**config.mk**
```make
export PLATFORM = sky130hd
export DESIGN_NAME = char_lcd_i2c_backpack_sequencer_top
export DESIGN_NICKNAME = d
export VERILOG_FILES = /design/src/hw/rtl/lcdseq_pkg.sv /design/src/hw/rtl/lcdseq_front.sv /design/src/hw/rtl/lcdseq_fifo.sv /design/src/hw/rtl/lcdseq_back.sv /design/src/hw/rtl/char_lcd_i2c_backpack_sequencer_top.sv
export SDC_FILE = /design/constraint.sdc
export NUM_CORES = 1
export LEC_CHECK = 0
export BUFFER_PORTS_ARGS = -buffer_cell sky130_fd_sc_hd__buf_2
export CAP_MARGIN = 20
export CORE_UTILIZATION = 39
export DETAILED_ROUTE_END_ITERATION = 6
export GPL_TIMING_DRIVEN = 0
export PLACE_DENSITY = 0.64
export SLEW_MARGIN = 20
export SYNTH_ARGS = -nofsm -noshare
export SYNTH_HDL_FRONTEND = slang
export SYNTH_SLANG_ARGS = --single-unit
```
**constraint.sdc**
```tcl
create_clock -name clock -period 5.92 [get_ports clock]
set_clock_uncertainty 0.2 [all_clocks]
set_input_delay 1.184 -clock clock [delete_from_list [all_inputs] [get_ports clock]]
set_output_delay 1.184 -clock clock [all_outputs]
set_load 0.02 [all_outputs]
```
**src/hw/rtl/lcdseq_pkg.sv**
```systemverilog
`default_nettype none

package lcdseq_pkg;

   // Characters on one display line
   localparam int LINE_CHARS = 16;
   localparam int POS_W      = $clog2(LINE_CHARS + 1);
   localparam int IDX_W      = $clog2(LINE_CHARS);

   // Depth of the queue between sequencer and expander
   localparam int QUEUE_DEPTH = 2;
   localparam int QPTR_W      = (QUEUE_DEPTH > 1) ? $clog2(QUEUE_DEPTH) : 1;
   localparam int QCNT_W      = $clog2(QUEUE_DEPTH + 1);

   typedef enum logic [1:0] {
      CMD_POLL  = 2'd0,
      CMD_LOAD  = 2'd1,
      CMD_PRINT = 2'd2,
      CMD_INIT  = 2'd3
   } cmd_type;

   typedef enum logic [1:0] {
      CSR_DEVICE_ADDRESS = 2'd0,
      CSR_POWER_UP_WAIT  = 2'd1,
      CSR_CLEAR_WAIT     = 2'd2,
      CSR_CHAR_GAP       = 2'd3
   } csr_index_type;

   localparam logic [6:0] DEVICE_ADDRESS_RST = 7'd39;
   localparam logic [7:0] POWER_UP_WAIT_RST  = 8'd50;
   localparam logic [7:0] CLEAR_WAIT_RST     = 8'd2;
   localparam logic [7:0] CHAR_GAP_RST       = 8'd1;

   // Controller command codes
   localparam logic [7:0] LCD_WAKE         = 8'h30;
   localparam logic [7:0] LCD_FOUR_BIT     = 8'h20;
   localparam logic [7:0] LCD_FUNCTION_SET = 8'h28;
   localparam logic [7:0] LCD_DISPLAY_ON   = 8'h0C;
   localparam logic [7:0] LCD_ENTRY_MODE   = 8'h06;
   localparam logic [7:0] LCD_CLEAR        = 8'h01;
   localparam logic [7:0] LCD_SET_DDRAM    = 8'h80;
   localparam logic [7:0] SPACE_CHAR       = 8'h20;
   localparam logic [7:0] SETTLE_MS        = 8'd5;

   // Expander bit positions
   localparam logic [7:0] NIBBLE_MASK = 8'hF0;
   localparam logic [7:0] BIT_BL      = 8'h08;
   localparam logic [7:0] BIT_EN      = 8'h04;
   localparam logic [7:0] BIT_RS      = 8'h01;

   // One controller write waiting for expansion
   typedef struct packed {
      logic [7:0] code;
      logic       is_data;
      logic [6:0] dev_address;
      logic       busy;
      logic       init_done;
   } lcdseq_entry_type;

endpackage

`default_nettype wire

```
**src/hw/rtl/lcdseq_front.sv**
```systemverilog
`default_nettype none

module lcdseq_front (
   input  wire logic                      clock,
   input  wire logic                      reset,
   input  wire logic                      in_accept,
   input  wire logic [1:0]                req_cmd,
   input  wire logic                      req_bus_idle,
   input  wire logic                      req_ms_tick,
   input  wire logic [3:0]                req_char_index,
   input  wire logic [7:0]                req_char_value,
   input  wire logic [4:0]                req_text_len,
   input  wire logic                      csr_write,
   input  wire logic [1:0]                csr_index,
   input  wire logic [7:0]                csr_wdata,
   output logic                           entry_push,
   output lcdseq_pkg::lcdseq_entry_type   entry
);
   import lcdseq_pkg::*;

   typedef enum logic [3:0] {
      IP_IDLE       = 4'd0,
      IP_POWER      = 4'd1,
      IP_WAKE_A     = 4'd2,
      IP_SETTLE_A   = 4'd3,
      IP_WAKE_B     = 4'd4,
      IP_SETTLE_B   = 4'd5,
      IP_WAKE_C     = 4'd6,
      IP_SETTLE_C   = 4'd7,
      IP_FOUR_BIT   = 4'd8,
      IP_SETTLE_D   = 4'd9,
      IP_FUNCTION   = 4'd10,
      IP_DISPLAY    = 4'd11,
      IP_ENTRY      = 4'd12,
      IP_CLEAR      = 4'd13,
      IP_CLEAR_WAIT = 4'd14,
      IP_DONE       = 4'd15
   } init_phase_type;

   typedef enum logic [2:0] {
      PP_IDLE       = 3'd0,
      PP_CLEAR      = 3'd1,
      PP_CLEAR_WAIT = 3'd2,
      PP_ADDR       = 3'd3,
      PP_WRITE      = 3'd4,
      PP_DONE       = 3'd5
   } print_phase_type;

   logic [6:0]       device_address_ff;
   logic [7:0]       power_up_wait_ff;
   logic [7:0]       clear_wait_ff;
   logic [7:0]       char_gap_ff;

   init_phase_type   init_phase_ff, init_phase_in;
   print_phase_type  print_phase_ff, print_phase_in;
   logic [7:0]       init_countdown_ff, init_countdown_in;
   logic [7:0]       print_countdown_ff, print_countdown_in;
   logic [POS_W-1:0] text_length_ff, text_length_in;
   logic [POS_W-1:0] char_position_ff, char_position_in;
   logic [7:0]       line_store_ff [LINE_CHARS];

   logic             load_hit;
   logic [IDX_W-1:0] wr_idx;
   logic [7:0]       stored_char;
   logic             send;
   logic [7:0]       send_code;
   logic             send_data;

   assign load_hit = (cmd_type'(req_cmd) == CMD_LOAD)
                     && (32'(req_char_index) < 32'(LINE_CHARS));
   assign wr_idx   = IDX_W'(req_char_index);

   always_comb begin
      init_countdown_in  = init_countdown_ff;
      print_countdown_in = print_countdown_ff;
      init_phase_in      = init_phase_ff;
      print_phase_in     = print_phase_ff;
      text_length_in     = text_length_ff;
      char_position_in   = char_position_ff;
      send               = 1'b0;
      send_code          = LCD_CLEAR;
      send_data          = 1'b0;
      stored_char        = SPACE_CHAR;

      // count down the millisecond timers first
      if (req_ms_tick) begin
         if (init_countdown_in != 8'd0) init_countdown_in = init_countdown_in - 8'd1;
         if (print_countdown_in != 8'd0) print_countdown_in = print_countdown_in - 8'd1;
      end

      case (cmd_type'(req_cmd))
         CMD_PRINT: begin
            text_length_in   = (32'(req_text_len) > 32'(LINE_CHARS)) ?
                               POS_W'(LINE_CHARS) : POS_W'(req_text_len);
            char_position_in = '0;
            print_phase_in   = PP_CLEAR;
         end
         CMD_INIT: begin
            init_phase_in     = IP_POWER;
            init_countdown_in = power_up_wait_ff;
         end
         default: ;
      endcase

      case (init_phase_in)
         IP_POWER:      if (init_countdown_in == 8'd0) init_phase_in = IP_WAKE_A;
         IP_SETTLE_A:   if (init_countdown_in == 8'd0) init_phase_in = IP_WAKE_B;
         IP_SETTLE_B:   if (init_countdown_in == 8'd0) init_phase_in = IP_WAKE_C;
         IP_SETTLE_C:   if (init_countdown_in == 8'd0) init_phase_in = IP_FOUR_BIT;
         IP_SETTLE_D:   if (init_countdown_in == 8'd0) init_phase_in = IP_FUNCTION;
         IP_CLEAR_WAIT: if (init_countdown_in == 8'd0) init_phase_in = IP_DONE;
         IP_WAKE_A: if (req_bus_idle) begin
            send = 1'b1; send_code = LCD_WAKE;
            init_countdown_in = SETTLE_MS; init_phase_in = IP_SETTLE_A;
         end
         IP_WAKE_B: if (req_bus_idle) begin
            send = 1'b1; send_code = LCD_WAKE;
            init_countdown_in = char_gap_ff; init_phase_in = IP_SETTLE_B;
         end
         IP_WAKE_C: if (req_bus_idle) begin
            send = 1'b1; send_code = LCD_WAKE;
            init_countdown_in = char_gap_ff; init_phase_in = IP_SETTLE_C;
         end
         IP_FOUR_BIT: if (req_bus_idle) begin
            send = 1'b1; send_code = LCD_FOUR_BIT;
            init_countdown_in = char_gap_ff; init_phase_in = IP_SETTLE_D;
         end
         IP_FUNCTION: if (req_bus_idle) begin
            send = 1'b1; send_code = LCD_FUNCTION_SET; init_phase_in = IP_DISPLAY;
         end
         IP_DISPLAY: if (req_bus_idle) begin
            send = 1'b1; send_code = LCD_DISPLAY_ON; init_phase_in = IP_ENTRY;
         end
         IP_ENTRY: if (req_bus_idle) begin
            send = 1'b1; send_code = LCD_ENTRY_MODE; init_phase_in = IP_CLEAR;
         end
         IP_CLEAR: if (req_bus_idle) begin
            send = 1'b1; send_code = LCD_CLEAR;
            init_countdown_in = clear_wait_ff; init_phase_in = IP_CLEAR_WAIT;
         end
         default: ;
      endcase

      // print advances only on a quiet init step with init finished
      if (!send && init_phase_in == IP_DONE) begin
         case (print_phase_in)
            PP_IDLE: ;
            PP_CLEAR: if (req_bus_idle) begin
               send = 1'b1; send_code = LCD_CLEAR;
               print_countdown_in = clear_wait_ff; print_phase_in = PP_CLEAR_WAIT;
            end
            PP_CLEAR_WAIT: if (print_countdown_in == 8'd0) print_phase_in = PP_ADDR;
            PP_ADDR: if (req_bus_idle) begin
               send = 1'b1; send_code = LCD_SET_DDRAM;
               char_position_in = '0; print_phase_in = PP_WRITE;
            end
            PP_WRITE: if (req_bus_idle) begin
               if (32'(char_position_in) < 32'(LINE_CHARS)) begin
                  if (print_countdown_in == 8'd0) begin
                     // forward a load to the same position in this item
                     if (load_hit && wr_idx == char_position_in[IDX_W-1:0])
                        stored_char = req_char_value;
                     else
                        stored_char = line_store_ff[char_position_in[IDX_W-1:0]];
                     send      = 1'b1;
                     send_data = 1'b1;
                     send_code = (char_position_in < text_length_in) ?
                                 stored_char : SPACE_CHAR;
                     char_position_in   = POS_W'(char_position_in + 1'b1);
                     print_countdown_in = char_gap_ff;
                  end
               end else begin
                  print_phase_in = PP_DONE;
               end
            end
            default: print_phase_in = PP_IDLE;
         endcase
      end
   end

   assign entry_push        = in_accept && send;
   assign entry.code        = send_code;
   assign entry.is_data     = send_data;
   assign entry.dev_address = device_address_ff;
   assign entry.busy        = (print_phase_in != PP_IDLE);
   assign entry.init_done   = (init_phase_in == IP_DONE);

   always_ff @(posedge clock) begin
      if (reset) begin
         device_address_ff  <= DEVICE_ADDRESS_RST;
         power_up_wait_ff   <= POWER_UP_WAIT_RST;
         clear_wait_ff      <= CLEAR_WAIT_RST;
         char_gap_ff        <= CHAR_GAP_RST;
         init_phase_ff      <= IP_IDLE;
         print_phase_ff     <= PP_IDLE;
         init_countdown_ff  <= 8'd0;
         print_countdown_ff <= 8'd0;
         text_length_ff     <= '0;
         char_position_ff   <= '0;
      end else begin
         if (csr_write) begin
            case (csr_index_type'(csr_index))
               CSR_DEVICE_ADDRESS: device_address_ff <= csr_wdata[6:0];
               CSR_POWER_UP_WAIT:  power_up_wait_ff  <= csr_wdata;
               CSR_CLEAR_WAIT:     clear_wait_ff     <= csr_wdata;
               CSR_CHAR_GAP:       char_gap_ff       <= csr_wdata;
               default: ;
            endcase
         end
         if (in_accept) begin
            init_phase_ff      <= init_phase_in;
            print_phase_ff     <= print_phase_in;
            init_countdown_ff  <= init_countdown_in;
            print_countdown_ff <= print_countdown_in;
            text_length_ff     <= text_length_in;
            char_position_ff   <= char_position_in;
         end
      end
   end

   always_ff @(posedge clock) begin
      if (in_accept && load_hit) line_store_ff[wr_idx] <= req_char_value;
   end

   a_send_needs_bus: assert property (@(posedge clock) disable iff (reset)
      entry_push |-> req_bus_idle)
      else $error("write issued while the bus writer is busy");

   a_char_after_init: assert property (@(posedge clock) disable iff (reset)
      (entry_push && entry.is_data) |-> entry.init_done)
      else $error("character sent before init completed");

   a_position_in_line: assert property (@(posedge clock) disable iff (reset)
      32'(char_position_ff) <= 32'(LINE_CHARS))
      else $error("character position ran past the line");

endmodule

`default_nettype wire

```
**src/hw/rtl/lcdseq_fifo.sv**
```systemverilog
`default_nettype none

module lcdseq_fifo (
   input  wire logic                      clock,
   input  wire logic                      reset,
   input  wire logic                      wr_en,
   input  wire lcdseq_pkg::lcdseq_entry_type wr_data,
   input  wire logic                      rd_en,
   output lcdseq_pkg::lcdseq_entry_type   rd_data,
   output logic                           is_full,
   output logic                           is_empty
);
   import lcdseq_pkg::*;

   lcdseq_entry_type  slot_ff [QUEUE_DEPTH];
   logic [QPTR_W-1:0] wr_ptr_ff, wr_ptr_in;
   logic [QPTR_W-1:0] rd_ptr_ff, rd_ptr_in;
   logic [QCNT_W-1:0] count_ff, count_in;

   assign is_full  = (count_ff == QCNT_W'(QUEUE_DEPTH));
   assign is_empty = (count_ff == '0);
   assign rd_data  = slot_ff[rd_ptr_ff];

   always_comb begin
      wr_ptr_in = wr_ptr_ff;
      rd_ptr_in = rd_ptr_ff;
      count_in  = count_ff;
      if (wr_en)
         wr_ptr_in = (wr_ptr_ff == QPTR_W'(QUEUE_DEPTH - 1)) ? '0 : QPTR_W'(wr_ptr_ff + 1'b1);
      if (rd_en)
         rd_ptr_in = (rd_ptr_ff == QPTR_W'(QUEUE_DEPTH - 1)) ? '0 : QPTR_W'(rd_ptr_ff + 1'b1);
      if (wr_en && !rd_en)
         count_in = QCNT_W'(count_ff + 1'b1);
      else if (rd_en && !wr_en)
         count_in = QCNT_W'(count_ff - 1'b1);
   end

   always_ff @(posedge clock) begin
      if (reset) begin
         wr_ptr_ff <= '0;
         rd_ptr_ff <= '0;
         count_ff  <= '0;
      end else begin
         wr_ptr_ff <= wr_ptr_in;
         rd_ptr_ff <= rd_ptr_in;
         count_ff  <= count_in;
      end
   end

   always_ff @(posedge clock) begin
      if (wr_en) slot_ff[wr_ptr_ff] <= wr_data;
   end

   a_no_overflow: assert property (@(posedge clock) disable iff (reset)
      wr_en |-> (!is_full || rd_en))
      else $error("queue written while full");

   a_no_underflow: assert property (@(posedge clock) disable iff (reset)
      rd_en |-> !is_empty)
      else $error("queue read while empty");

endmodule

`default_nettype wire

```
**src/hw/rtl/lcdseq_back.sv**
```systemverilog
`default_nettype none

module lcdseq_back (
   input  wire logic                      clock,
   input  wire logic                      reset,
   input  wire lcdseq_pkg::lcdseq_entry_type q_data,
   input  wire logic                      q_empty,
   output logic                           q_pop,
   input  wire logic                      pop,
   output logic                           empty,
   output logic [7:0]                     rsp_out_byte,
   output logic                           rsp_byte_valid,
   output logic                           rsp_last_byte,
   output logic [6:0]                     rsp_dev_address,
   output logic                           rsp_busy_res,
   output logic                           rsp_init_done
);
   import lcdseq_pkg::*;

   lcdseq_entry_type cur_ff;
   logic             valid_ff, valid_in;
   logic [1:0]       beat_ff, beat_in;
   logic             beat_done;
   logic [7:0]       nibble;

   assign beat_done = valid_ff && pop && (beat_ff == 2'd3);
   assign q_pop     = !q_empty && (!valid_ff || beat_done);

   always_comb begin
      valid_in = valid_ff;
      beat_in  = beat_ff;
      if (q_pop) begin
         valid_in = 1'b1;
         beat_in  = 2'd0;
      end else if (beat_done) begin
         valid_in = 1'b0;
      end else if (valid_ff && pop) begin
         beat_in = beat_ff + 2'd1;
      end
   end

   always_ff @(posedge clock) begin
      if (reset) begin
         valid_ff <= 1'b0;
         beat_ff  <= 2'd0;
      end else begin
         valid_ff <= valid_in;
         beat_ff  <= beat_in;
      end
   end

   always_ff @(posedge clock) begin
      if (q_pop) cur_ff <= q_data;
   end

   // high nibble on beats 0 and 1, low nibble on 2 and 3; strobe on even beats
   assign nibble = beat_ff[1] ? {cur_ff.code[3:0], 4'h0} : (cur_ff.code & NIBBLE_MASK);

   assign empty           = !valid_ff;
   assign rsp_out_byte    = nibble | BIT_BL | (beat_ff[0] ? 8'h00 : BIT_EN)
                            | (cur_ff.is_data ? BIT_RS : 8'h00);
   assign rsp_byte_valid  = 1'b1;
   assign rsp_last_byte   = (beat_ff == 2'd3);
   assign rsp_dev_address = cur_ff.dev_address;
   assign rsp_busy_res    = cur_ff.busy;
   assign rsp_init_done   = cur_ff.init_done;

   a_load_restarts: assert property (@(posedge clock) disable iff (reset)
      q_pop |=> (valid_ff && beat_ff == 2'd0))
      else $error("new write did not start at its first byte");

   a_drain_to_empty: assert property (@(posedge clock) disable iff (reset)
      (beat_done && q_empty) |=> !valid_ff)
      else $error("result held after its last byte with nothing queued");

endmodule

`default_nettype wire

```
**src/hw/rtl/char_lcd_i2c_backpack_sequencer_top.sv**
```systemverilog
`default_nettype none

// Character LCD sequencer behind an I2C port expander, 4-bit bus mode.
//
// Request side (push/full): each item is one poll carrying a command
// (poll, load character, start print, start init), the writer's bus_idle
// flag and a millisecond tick. An item is taken when push is high and full
// is low; the sequencer state updates in that same cycle.
// Response side (empty/pop): an item that issues a controller write yields
// four expander bytes, strobe high then low for each nibble, the fourth
// marked last_byte. A byte is on the rsp_ ports while empty is low and
// leaves on pop.
// A write's first byte shows after the queue slot and the expander's
// current-write register. The expander emits one byte per cycle while
// pop is high; items without a write pass at one per cycle while full
// is low. A two-entry queue sits between sequencer and expander; full
// rises only when that queue has no room, so a stalled receiver backs
// up into full after two pending writes plus the one being emitted.
// Configuration (valid/ready, csr_index, csr_wdata) is always ready; the
// user must write it only while no items are in flight (not enforced).
// Reset: sequencers idle, timers zero, registers at their defaults, queue
// and expander empty. The line buffer is not cleared.
module char_lcd_i2c_backpack_sequencer_top (
   input  wire logic       clock,
   input  wire logic       reset,
   input  wire logic       push,
   output logic            full,
   input  wire logic [1:0] req_cmd,
   input  wire logic       req_bus_idle,
   input  wire logic       req_ms_tick,
   input  wire logic [3:0] req_char_index,
   input  wire logic [7:0] req_char_value,
   input  wire logic [4:0] req_text_len,
   output logic            empty,
   input  wire logic       pop,
   output logic [7:0]      rsp_out_byte,
   output logic            rsp_byte_valid,
   output logic            rsp_last_byte,
   output logic [6:0]      rsp_dev_address,
   output logic            rsp_busy_res,
   output logic            rsp_init_done,
   input  wire logic       valid,
   output logic            ready,
   input  wire logic [1:0] csr_index,
   input  wire logic [7:0] csr_wdata
);
   import lcdseq_pkg::*;

   logic             in_accept;
   logic             entry_push;
   lcdseq_entry_type entry;
   lcdseq_entry_type q_data;
   logic             q_full;
   logic             q_empty;
   logic             q_pop;

   // hold requests while the queue has no room for a possible write
   assign full      = q_full;
   assign in_accept = push && !q_full;
   assign ready     = 1'b1;

   lcdseq_front u_front (
      .clock          (clock),
      .reset          (reset),
      .in_accept      (in_accept),
      .req_cmd        (req_cmd),
      .req_bus_idle   (req_bus_idle),
      .req_ms_tick    (req_ms_tick),
      .req_char_index (req_char_index),
      .req_char_value (req_char_value),
      .req_text_len   (req_text_len),
      .csr_write      (valid),
      .csr_index      (csr_index),
      .csr_wdata      (csr_wdata),
      .entry_push     (entry_push),
      .entry          (entry)
   );

   lcdseq_fifo u_queue (
      .clock    (clock),
      .reset    (reset),
      .wr_en    (entry_push),
      .wr_data  (entry),
      .rd_en    (q_pop),
      .rd_data  (q_data),
      .is_full  (q_full),
      .is_empty (q_empty)
   );

   // expand each queued write into its four expander bytes
   lcdseq_back u_back (
      .clock           (clock),
      .reset           (reset),
      .q_data          (q_data),
      .q_empty         (q_empty),
      .q_pop           (q_pop),
      .pop             (pop),
      .empty           (empty),
      .rsp_out_byte    (rsp_out_byte),
      .rsp_byte_valid  (rsp_byte_valid),
      .rsp_last_byte   (rsp_last_byte),
      .rsp_dev_address (rsp_dev_address),
      .rsp_busy_res    (rsp_busy_res),
      .rsp_init_done   (rsp_init_done)
   );

endmodule

`default_nettype wire

```
==> results of run 1 <==
flip-flops by register name, indices dropped and copies added, names as in the netlist, 2 cells and up:
| register | cells |
|---|---|
| u_front.line_store_ff | 128 |
| u_queue.slot_ff | 36 |
| u_back.cur_ff | 9 |
| u_front.char_gap_ff | 8 |
| u_front.clear_wait_ff | 8 |
| u_front.init_countdown_ff | 8 |
| u_front.power_up_wait_ff | 8 |
| u_front.print_countdown_ff | 8 |
| u_back.rsp_dev_address | 7 |
| u_front.device_address_ff | 7 |
| u_front.char_position_ff | 5 |
| u_front.text_length_ff | 5 |
| u_front.init_phase_ff | 4 |
| u_front.print_phase_ff | 3 |
| u_back.beat_ff | 2 |
| u_queue.count_ff | 2 |
layout by cell type (no fill, tap or decap), drive strengths merged, types with 23 or more instances in the layout:
| cell type | n |
|---|---|
| a21oi | 86 |
| buf | 82 |
| clkbuf | 80 |
| dfxtp | 71 |
| edfxtp | 182 |
| inv | 23 |
| mux2 | 35 |
| mux2i | 46 |
| nand2 | 117 |
| nand3 | 23 |
| nor2 | 93 |
| o21ai | 39 |
layout make-up:
type                            count  area [µm²]  share of cell area (%)
Multi-Input combinational cell    723        4730                    34.5
Buffer                             75         342                    2.49
Clock buffer                       34         723                    5.27
Tap cell                          390         488                    3.56
Clock inverter                     17         173                    1.26
Timing Repair Buffer               53         275                    2.01
Inverter                           26         103                   0.748
Sequential cell                   253        6890                    50.2
layer usage:
metal	routed length, µm	vias up
met5	0	-
met4	629	0
met3	2250	48
met2	14700	401
met1	14900	4387
li1	-	4194
power by group through the flow:
stage                     clock (mW)  combinational (mW)  sequential (mW)
final                           1.71               0.905             2.08
after global routing            1.79               0.988             2.09
after CTS                       1.72               0.900             2.08
after detailed placement           0               0.892             2.12
after global placement             0               0.879             2.12
after floorplan                    0               0.646             2.11
final timing paths:
kind	from	endpoint	slack (ns)	cells after the start
setup / recovery	req_cmd[0]	u_queue.slot_ff[1][15]$_DFFE_PP_	0.84	14
hold reg to reg	u_front.device_address_ff[3]$_SDFFE_PP0P_	u_queue.slot_ff[0][5]$_DFFE_PP_	0.26	0
hold / removal	u_front.device_address_ff[3]$_SDFFE_PP0P_	u_queue.slot_ff[0][5]$_DFFE_PP_	0.26	0
setup reg to reg	u_front.init_countdown_ff[3]$_SDFFE_PP0P_	u_queue.slot_ff[1][6]$_DFFE_PP_	1.67	9
logic make-up after synthesis:
| group | count (synthesis) | synth area share [%] |
|---|---|---|
| buffers and inverters | 101 | 3.69 |
| adder cells (fa/ha/maj) | 11 | 1.14 |
| XOR/XNOR | 18 | 1.31 |
| flip-flops | 253 | 57.3 |
| other | 2 | 0.0625 |
| AO/OA/AOI/OAI | 261 | 14.8 |
| AND/OR/NAND/NOR | 345 | 14.0 |
| multiplexers | 84 | 7.70 |
worst max-delay path: stages:
cell and delay, ns:
buf_2 0.17, nand2b_1 0.27, clkbuf_1 0.55, clkbuf_1 0.39, buf_1 0.49, nor3b_1 0.10, a21oi_1 0.20, ha_1 0.26
a31o_2 0.20, a21o_1 0.17, a21o_1 0.18, a21oi_1 0.56, a21oi_1 0.18, a31o_1 0.24
==> flow_summary.yaml, run 1 <==
placement:
  dpl-instance-area_um2: 12800
  placedCellCount: 1520
  port-buffer-count: 51
  hpwl_um: 22700
  gp_congestion: 0.939
  place_ws_ns: 0.354
timing:
  fin_crit_ns: 5.08
  fin_crit_sh_pct: 85.9
  tightest_slew_ns: 1.03
  worst_slack_ns: 0.837
  finalHoldViolCount: 0
  finalSetupTns_ns: 0
  slew_headroom_pct: 31.3
  rsz0062_at_grt: "no"
  fin_worst_hold_slack_ns: 0.257
  slew_viol_final: 0
  setup_viol: 0
  fmax_mhz: 197
yosys:
  yosysMostFrequentCell: "edfxtp_1"
  ys_warn_count: 0
  synth_top_flop_cell: "edfxtp_1"
  yosysUniqueCellTypes: 87
  synth_top_area_cell: "edfxtp_1"
  synthArstFlopShare_pct: 0
  ys_seq_area_share_pct: 57.3
  netlist.area_leader.share_pct: 45.5
  synth_edf_count: 182
  syn-cell-area_um2: 12000
  ys_ff_latch: 253
  synth_common_cells: "edfxtp_1, nand2_1, nor2_1"
  syn_area_per_cell_um2: 11.2
  synthCells: 1075
  yosys-top-cells-area: "edfxtp_1, dfxtp_1, mux2i_1, nand2_1, a21oi_1"
run:
  max-cap-violations: 0
die:
  die_h_um: 178
  die_w_um: 178
  start_util_pct: 40.1
  ioPinCount: 58
  row_count: 63
  fp.dieArea_um2: 31500
  coreArea_um2: 30000
final_layout:
  final_nets: 1207
  fin_util_pct: 45.8
  n_antenna_cell: 0
  instances_no_fill: 1571
  finalInstanceArea_um2: 13700
  nFillCells: 2784
  drive_gt1_share_pct: 15.3
  area.growth.synth_to_final_pct: 14.1
critical_path:
  critPathRequiredTime_ns: 6.01
  end_kind: "flop"
  crit_arrival_ns: 5.17
  crit_type: "input pin to flop"
  path_max_fanout: 10
  start_kind: "input pin"
pwr:
  p_clk_share_pct: 36.4
  combPwrFrac_pct: 19.3
  switching_share_pct: 28.6
  switchingPower_mw: 1.34
  seqPwrFrac_pct: 44.4
  internal_power_mw: 3.35
  p_leak_nw: 4.68
  powerDensity_nw_per_um2: 342
  power_mw: 4.70
  vdd_drop_max_v: 0.000242
clock_tree:
  htreeDepth: 1
  clock_latency_ns: 0.55
  ctsResizeCount: 0
  clk_path_buf_depth: 3
  clock-sinks: 253
  holdBufCountCts: 0
  cts_tree: "yes"
  clk_pin_slew_ns: 0.06
  post_cts_buffers: 0
  root_buffer: "clkbuf_16"
  cts_made_buffers: 28
grt:
  grt_pass1_wl_um: 49700
  grt_usage_pct: 20.7
  met2_usage_pct: 32.6
  grt_max_degree: 23
  antenna_found_initial: 0
  grtUsageMet1_pct: 30.0
  gr-total-overflow: 0
  gr-usage-met3_pct: 2.55
  grt_busiest_layer: "met2"
  grt_pass1_vias: 8450
routing:
  drt_pass1_iterations: 5
  routed_wl_um: 32400
  drt_iter0_markers: 889
  vias: 9030
  postRouteAntennaNets: 0
  wire_per_inst_um: 20.6
  via_per_inst: 5.75
  route.detailed.drc: 0
worst_hold_path:
  hold_class: "flop to flop"
outcome:
  status: "complete, no violations"
No activity file was read; power rests on OpenSTA's default activity.
==> run 2: changes to the inputs <==
- SYNTH_HIERARCHICAL: default -> 1
==> flow_summary.yaml, run 2 <==
timing:
  finalHoldViolCount: 0
  fin_worst_hold_slack_ns: 0.266
  fin_crit_ns: 4.84
  tightest_slew_ns: 0.869
  slew_headroom_pct: 42.1
  rsz0062_at_grt: "no"
  slew_viol_final: 0
  fmax_mhz: 207
  finalSetupTns_ns: 0
  fin_crit_sh_pct: 81.7
  setup_viol: 0
final_layout:
  multi_input_area_um2: 4880
  layout_common_cells: "edfxtp_1, nand2_1, nor2_1"
  area.growth.synth_to_final_pct: 14.4
  drive_gt1_share_pct: 15.4
  instances_no_fill: 1601
  n_antenna_cell: 0
  largest_reg_flops: 128
  regMostFlops: "u_front/line_store_ff"
  layout_commonest_cell: "edfxtp_1"
  register_area_um2: 6910
  nFillCells: 2874
  reg_top3: "u_front/line_store_ff: 128 flops, u_queue/slot_ff: 36 flops, u_back/cur_ff: 9 flops"
  final_nets: 1230
critical_path:
  ff2ff_setup_slack_ns: 1.32
  reg2reg_to: "u_queue/slot_ff[1][8]$_DFFE_PP_"
  start_kind: "input pin"
  crit_type: "input pin to flop"
  rr_worst_depth: 12
  end_kind: "flop"
  critPathRequiredTime_ns: 5.87
  r2r_start: "u_front/print_countdown_ff[0]$_SDFFE_PP0P_"
  crit_arrival_ns: 4.79
  path_max_fanout: 18
die:
  start_util_pct: 39.9
  die_h_um: 179
  row_count: 64
  coreArea_um2: 30700
  ioPinCount: 58
  die_w_um: 179
  fp.dieArea_um2: 32200
clock_tree:
  cts_made_buffers: 27
  clk_path_buf_depth: 3
  post_cts_buffers: 0
  root_buffer: "clkbuf_16"
  cts_tree: "yes"
  clk_pin_slew_ns: 0.06
  clock-sinks: 254
  htreeDepth: 1
  clock_latency_ns: 0.54
  holdBufCountCts: 0
  ctsResizeCount: 0
yosys:
  syn-cell-area_um2: 12300
  synth_top_flop_cell: "edfxtp_1"
  synth-xor-area-share_pct: 1.14
  synth_common_cells: "edfxtp_1, nand2_1, nor2_1"
  synth-adder-area-share_pct: 1.02
  synthArstFlopShare_pct: 0
  ys_warn_count: 6
  yosys-top-cells-area: "edfxtp_1, dfxtp_1, mux2i_1, nand2_1, mux2_2"
  syn_area_per_cell_um2: 11.1
  synth-compound-area-share_pct: 14.1
  netlist.area_leader.share_pct: 44.5
  synthSimpleGateAreaFrac_pct: 14.0
  synth_edf_count: 182
  synth_top_area_cell: "edfxtp_1"
  ys_ff_latch: 254
  ys_seq_area_share_pct: 56.3
  synth_top_family_by_area: "compound AO/OA/AOI/OAI gates"
  yosysUniqueCellTypes: 93
  synthMuxAreaShare_pct: 9.13
  yosysMostFrequentCell: "edfxtp_1"
  synthCells: 1102
pwr:
  powerDensity_nw_per_um2: 352
  power_mw: 4.94
  vdd_drop_max_v: 0.000231
  p_leak_nw: 4.81
routing:
  routed_wl_um: 32400
  postRouteAntennaNets: 0
  via_per_inst: 5.77
  drt_iter0_markers: 889
  route.detailed.drc: 0
  drt_pass1_iterations: 7
  wire_per_inst_um: 20.2
  vias: 9235
worst_hold_path:
  hold_class: "flop to flop"
  min_from: "u_front/device_address_ff[3]$_SDFFE_PP0P_"
  hold_end: "u_queue/slot_ff[1][5]$_DFFE_PP_"
  hold_depth: 0
placement:
  hpwl_um: 22700
  port-buffer-count: 50
  placedCellCount: 1551
  gp_congestion: 0.945
grt:
  antenna_found_initial: 0
  gr-total-overflow: 0
  grt_usage_pct: 20.2
  grt_max_degree: 19
  grt_pass1_vias: 8695
  grt_pass1_wl_um: 49700
run:
  max-cap-violations: 0
outcome:
  status: "complete, no violations"
-- run 2: through the flow --
step / util (%) / worst slack, ns / instance area [µm²]
5_1_grt: 45.6 / 0.769 / 14000
6_report: 45.6 / 1.08 / 14000
3_5_place_dp: 42.5 / 0.587 / 13100
3_3_place_gp: 42.4 / 0.0577 / 13000
2_1_floorplan: - / 1.24 / 12300
4_1_cts: 45.6 / 1.13 / 14000
-- run 2: per-layer routing --
layer  global-route usage, %  vias to the layer above  wire (µm)
met2                    32.9                      386      15100
met5                       0                        -          0
met3                    3.00                       73       2190
li1                        -                     4280          -
met1                    27.0                     4496      13800
met4                    7.81                        0       1260
-- run 2: cell families (layout without fill, tap and decap cells) --
kind of cell | after synthesis | count (layout)
buffers and inverters | 114 | 216
muxes | 106 | 106
xor gates and xnor gates | 16 | 16
and+or+nand+nor | 346 | 346
other | 3 | 4
DFF | 254 | 254
AOI/OAI and AO/OA | 253 | 253
adders and majority gates | 10 | 10
-- run 2: worst max-delay path by stage --
stage / start / to / slack, ns / cells after the start
6_report: req_ms_tick / u_queue/slot_ff[1][8]$_DFFE_PP_ / 1.08 / 11
5_1_grt: req_ms_tick / u_queue/slot_ff[1][8]$_DFFE_PP_ / 0.77 / 11
2_1_floorplan: req_ms_tick / u_queue/slot_ff[0][0]$_DFFE_PP_ / 1.24 / 10
3_3_place_gp: req_ms_tick / u_queue/slot_ff[0][7]$_DFFE_PP_ / 0.06 / 11
4_1_cts: req_ms_tick / u_queue/slot_ff[1][2]$_DFFE_PP_ / 1.13 / 11
3_5_place_dp: req_ms_tick / u_queue/slot_ff[1][4]$_DFFE_PP_ / 0.59 / 11
-- run 2: where the power goes --
part,switching (mW),internal [mW]
combinational,0.608,0.397
clock,0.684,1.13
sequential,0.0801,2.05
total,1.37,3.57
-- run 2: cell type report --
class                   instances  share of cell area (%)
clock inverters                15                    1.67
repair buffers                 52                    1.97
flip-flops and latches        254                    49.2
well taps                     396                    3.53
clock buffers                  35                    5.17
multi-input cells             735                    34.7
plain buffers                  87                    2.95
inverters                      27                   0.758
-- run 2: critical path, cell delays in order --
cell,delay (ns)
buf_2,0.12
buf_2,0.26
nor4bb_1,0.54
a21oi_1,0.13
mux2_2,0.33
a2111oi_2,0.58
buf_4,0.28
nand2_1,0.21
a21oi_1,0.20
o21a_1,0.23
and2_1,0.69
==> run 3: changes to the inputs <==
- ABC_AREA: default -> 1
- PLACE_DENSITY: 0.64 -> 0.66
- clock period: 5.92 -> 3.98 ns (I/O delays scaled with it)
==> flow_summary.yaml, run 3 <==
timing:
  tightest_slew_ns: 0.944
  finalHoldViolCount: 0
  fmax_mhz: 262
  slew_viol_final: 0
  fin_worst_hold_slack_ns: 0.256
  worst_slack_ns: 0.169
  fin_crit_sh_pct: 95.8
  slew_headroom_pct: 36.8
  finalSetupTns_ns: 0
  fin_crit_ns: 3.81
  setup_viol: 0
yosys:
  yosysMostFrequentCell: "nand2_1"
  netlist.area_leader.share_pct: 43.6
  syn-cell-area_um2: 12500
  synthArstFlopShare_pct: 0
  yosys-top-cells-area: "edfxtp_1, dfxtp_1, nand2_1, o21ai_0, inv_1"
  synth_top_area_cell: "edfxtp_1"
  synth_top_flop_cell: "edfxtp_1"
  ys_ff_latch: 254
  synth_common_cells: "nand2_1, edfxtp_1, inv_1"
  ys_warn_count: 6
  syn_area_per_cell_um2: 9.05
  ys_seq_area_share_pct: 55.1
  synth_edf_count: 182
  yosysUniqueCellTypes: 58
  synthCells: 1385
critical_path:
  start_kind: "input pin"
  worstPathCellList: "buf_2 -> inv_1 -> nand2_1 -> buf_2 -> nand2_1 -> inv_1 -> buf_2 -> buf_2 -> ha_1 -> nand2_1 -> nor2_1 -> a21oi_2 -> inv_1 -> nor2_1 -> o211ai_1 -> nand2_1 -> a21oi_1 -> a21oi_1"
  path_buf_inv: 7
  cpLargestDelayFamily: "buffers and inverters"
  crit_arrival_ns: 3.94
  crit_type: "input pin to flop"
  worst_path_max_delay_cell: "buf_2"
  path_max_fanout: 11
  critPathRequiredTime_ns: 4.11
  end_kind: "flop"
  slowest_delay_ns: 0.39
placement:
  place_ws_ns: -0.877
  hpwl_um: 24300
  port-buffer-count: 52
  dpl-instance-area_um2: 13300
  gp_congestion: 0.959
worst_hold_path:
  hold_class: "flop to flop"
clock_tree:
  clk_pin_slew_ns: 0.06
  root_buffer: "clkbuf_16"
  cts_made_buffers: 27
  clock-sinks: 254
  cts_tree: "yes"
  clock_latency_ns: 0.56
  clk_path_buf_depth: 3
  htreeDepth: 1
grt:
  grt_pass1_vias: 9466
  grt_max_degree: 21
  grt_usage_pct: 20.6
  grt_pass1_wl_um: 52600
  gr-total-overflow: 0
  antenna_found_initial: 0
final_layout:
  reg_top3: "u_front/line_store_ff: 128 flops, u_queue/slot_ff: 36 flops, u_back/cur_ff: 9 flops"
  n_antenna_cell: 0
  finalInstanceArea_um2: 14300
  layout_commonest_cell: "nand2_1"
  drive_gt1_share_pct: 14.8
  layout_common_cells: "nand2_1, edfxtp_1, inv_1"
  area.growth.synth_to_final_pct: 14.0
  regMostFlops: "u_front/line_store_ff"
  nFillCells: 3077
  largest_reg_flops: 128
  final_nets: 1515
die:
  fp.dieArea_um2: 32900
  die_w_um: 181
  ioPinCount: 58
  coreArea_um2: 31600
  start_util_pct: 39.7
  row_count: 65
  die_h_um: 181
run:
  max-cap-violations: 0
pwr:
  p_clk_share_pct: 31.5
  switchingPower_mw: 2.67
  p_leak_nw: 5.66
  combPwrFrac_pct: 28.6
  vdd_drop_max_v: 0.000388
  powerDensity_nw_per_um2: 558
  switching_share_pct: 33.5
  seqPwrFrac_pct: 40.0
  internal_power_mw: 5.30
  power_mw: 7.97
routing:
  postRouteAntennaNets: 0
  route.detailed.drc: 0
  vias: 10200
  wl_met2_um: 16400
  wire_per_inst_um: 18.1
  route.met3.wl_um: 2590
  drt_pass1_iterations: 6
  met1Wirelength_um: 14000
  via_per_inst: 5.40
  drt_iter0_markers: 902
  routed_wl_um: 34200
  top_layer: "met4"
outcome:
  status: "complete, no violations"
run 3: cell count changes after synthesis, moves of 22 or more:
cell	delta
nor3_1	-23
nand3_1	+76
mux2_2	-22
mux2i_1	-68
nand2_1	+219
inv_1	+110
o21ai_0	+82
run 3: cells by family (layout without fill, tap and decap cells):
kind of cell | after synthesis | in the layout | share of synthesized area (%)
adders and majority gates | 10 | 10 | 0.998
buffers and inverters | 217 | 321 | 7.49
DFF | 254 | 254 | 55.1
muxes | 23 | 23 | 2.36
AOI/OAI and AO/OA | 284 | 284 | 13.2
and+or+nand+nor | 589 | 589 | 20.4
xor gates and xnor gates | 5 | 5 | 0.349
other | 3 | 4 | 0.0898
run 3: final timing paths:
path                            slack [ns]                                       from                          endpoint  cells past startpoint
worst max-delay path                  0.17                                 req_cmd[0]  u_queue/slot_ff[1][10]$_DFFE_PP_                     18
worst min-delay path                  0.26  u_front/device_address_ff[1]$_SDFFE_PP1P_   u_queue/slot_ff[0][3]$_DFFE_PP_                      0
worst max register to register        0.31  u_front/init_countdown_ff[0]$_SDFFE_PP0P_   u_queue/slot_ff[0][0]$_DFFE_PP_                     25
worst min register to register        0.26  u_front/device_address_ff[1]$_SDFFE_PP1P_   u_queue/slot_ff[0][3]$_DFFE_PP_                      0
run 3: stage by stage:
step,util [%],std cells
finish,45.3,1892
global route,45.3,1892
CTS,45.1,1890
detailed placement,42.2,1840
global placement,42.2,1840
floorplan,-,1386
run 3: final cells by class:
class                           instances  area, µm²  share of cell area (%)
Tap cell                              402        503                    3.52
Clock buffer                           31        701                    4.90
Timing Repair Buffer                   55        308                    2.15
Sequential cell                       254       6910                    48.3
Clock inverter                         19        193                    1.35
Inverter                              146        561                    3.92
Multi-Input combinational cell        915       4730                    33.1
Buffer                                 70        388                    2.71
run 3: power groups by stage:
stage | registers (mW) | logic [mW] | clock network, mW
after floorplan | 3.22 | 1.62 | 0
after global placement | 3.24 | 2.19 | 0
after detailed placement | 3.24 | 2.22 | 0
after CTS | 3.19 | 2.24 | 2.55
after global routing | 3.21 | 2.51 | 2.66
final | 3.19 | 2.28 | 2.51
run 3: worst reg2reg max path: stages (launching register included):
cell and delay, ns:
dfxtp_1 0.33, inv_1 0.13, ha_2 0.23, nand2_2 0.09
nor2_4 0.13, nand2_1 0.11, nand2_1 0.10, nand2_1 0.06
nand2_1 0.06, nand2_1 0.05, nand2_1 0.07, nand2_1 0.07
nor2_2 0.13, nand2_2 0.12, nand2_1 0.09, nand2_1 0.05
nand2_1 0.05, nand2_1 0.13, nor2_8 0.17, nand2_4 0.11
inv_6 0.12, nand2_1 0.12, a21oi_4 0.26, inv_1 0.11
nor2_4 0.14, buf_12 0.16
run 3: metal layers:
layer	GRT usage [%]	vias to the layer above
met3	2.86	80
met2	35.1	452
met5	0	-
met4	6.88	0
li1	-	4891
met1	26.9	4803
run 3: what timing repair did:
action | in CTS | in global routing
setup endpoints to repair | 40 | 49
setup buffers | 1 | 2
pin swaps | 1 | 2
hold buffers | 0 | 0
gates resized for setup | 3 | 9
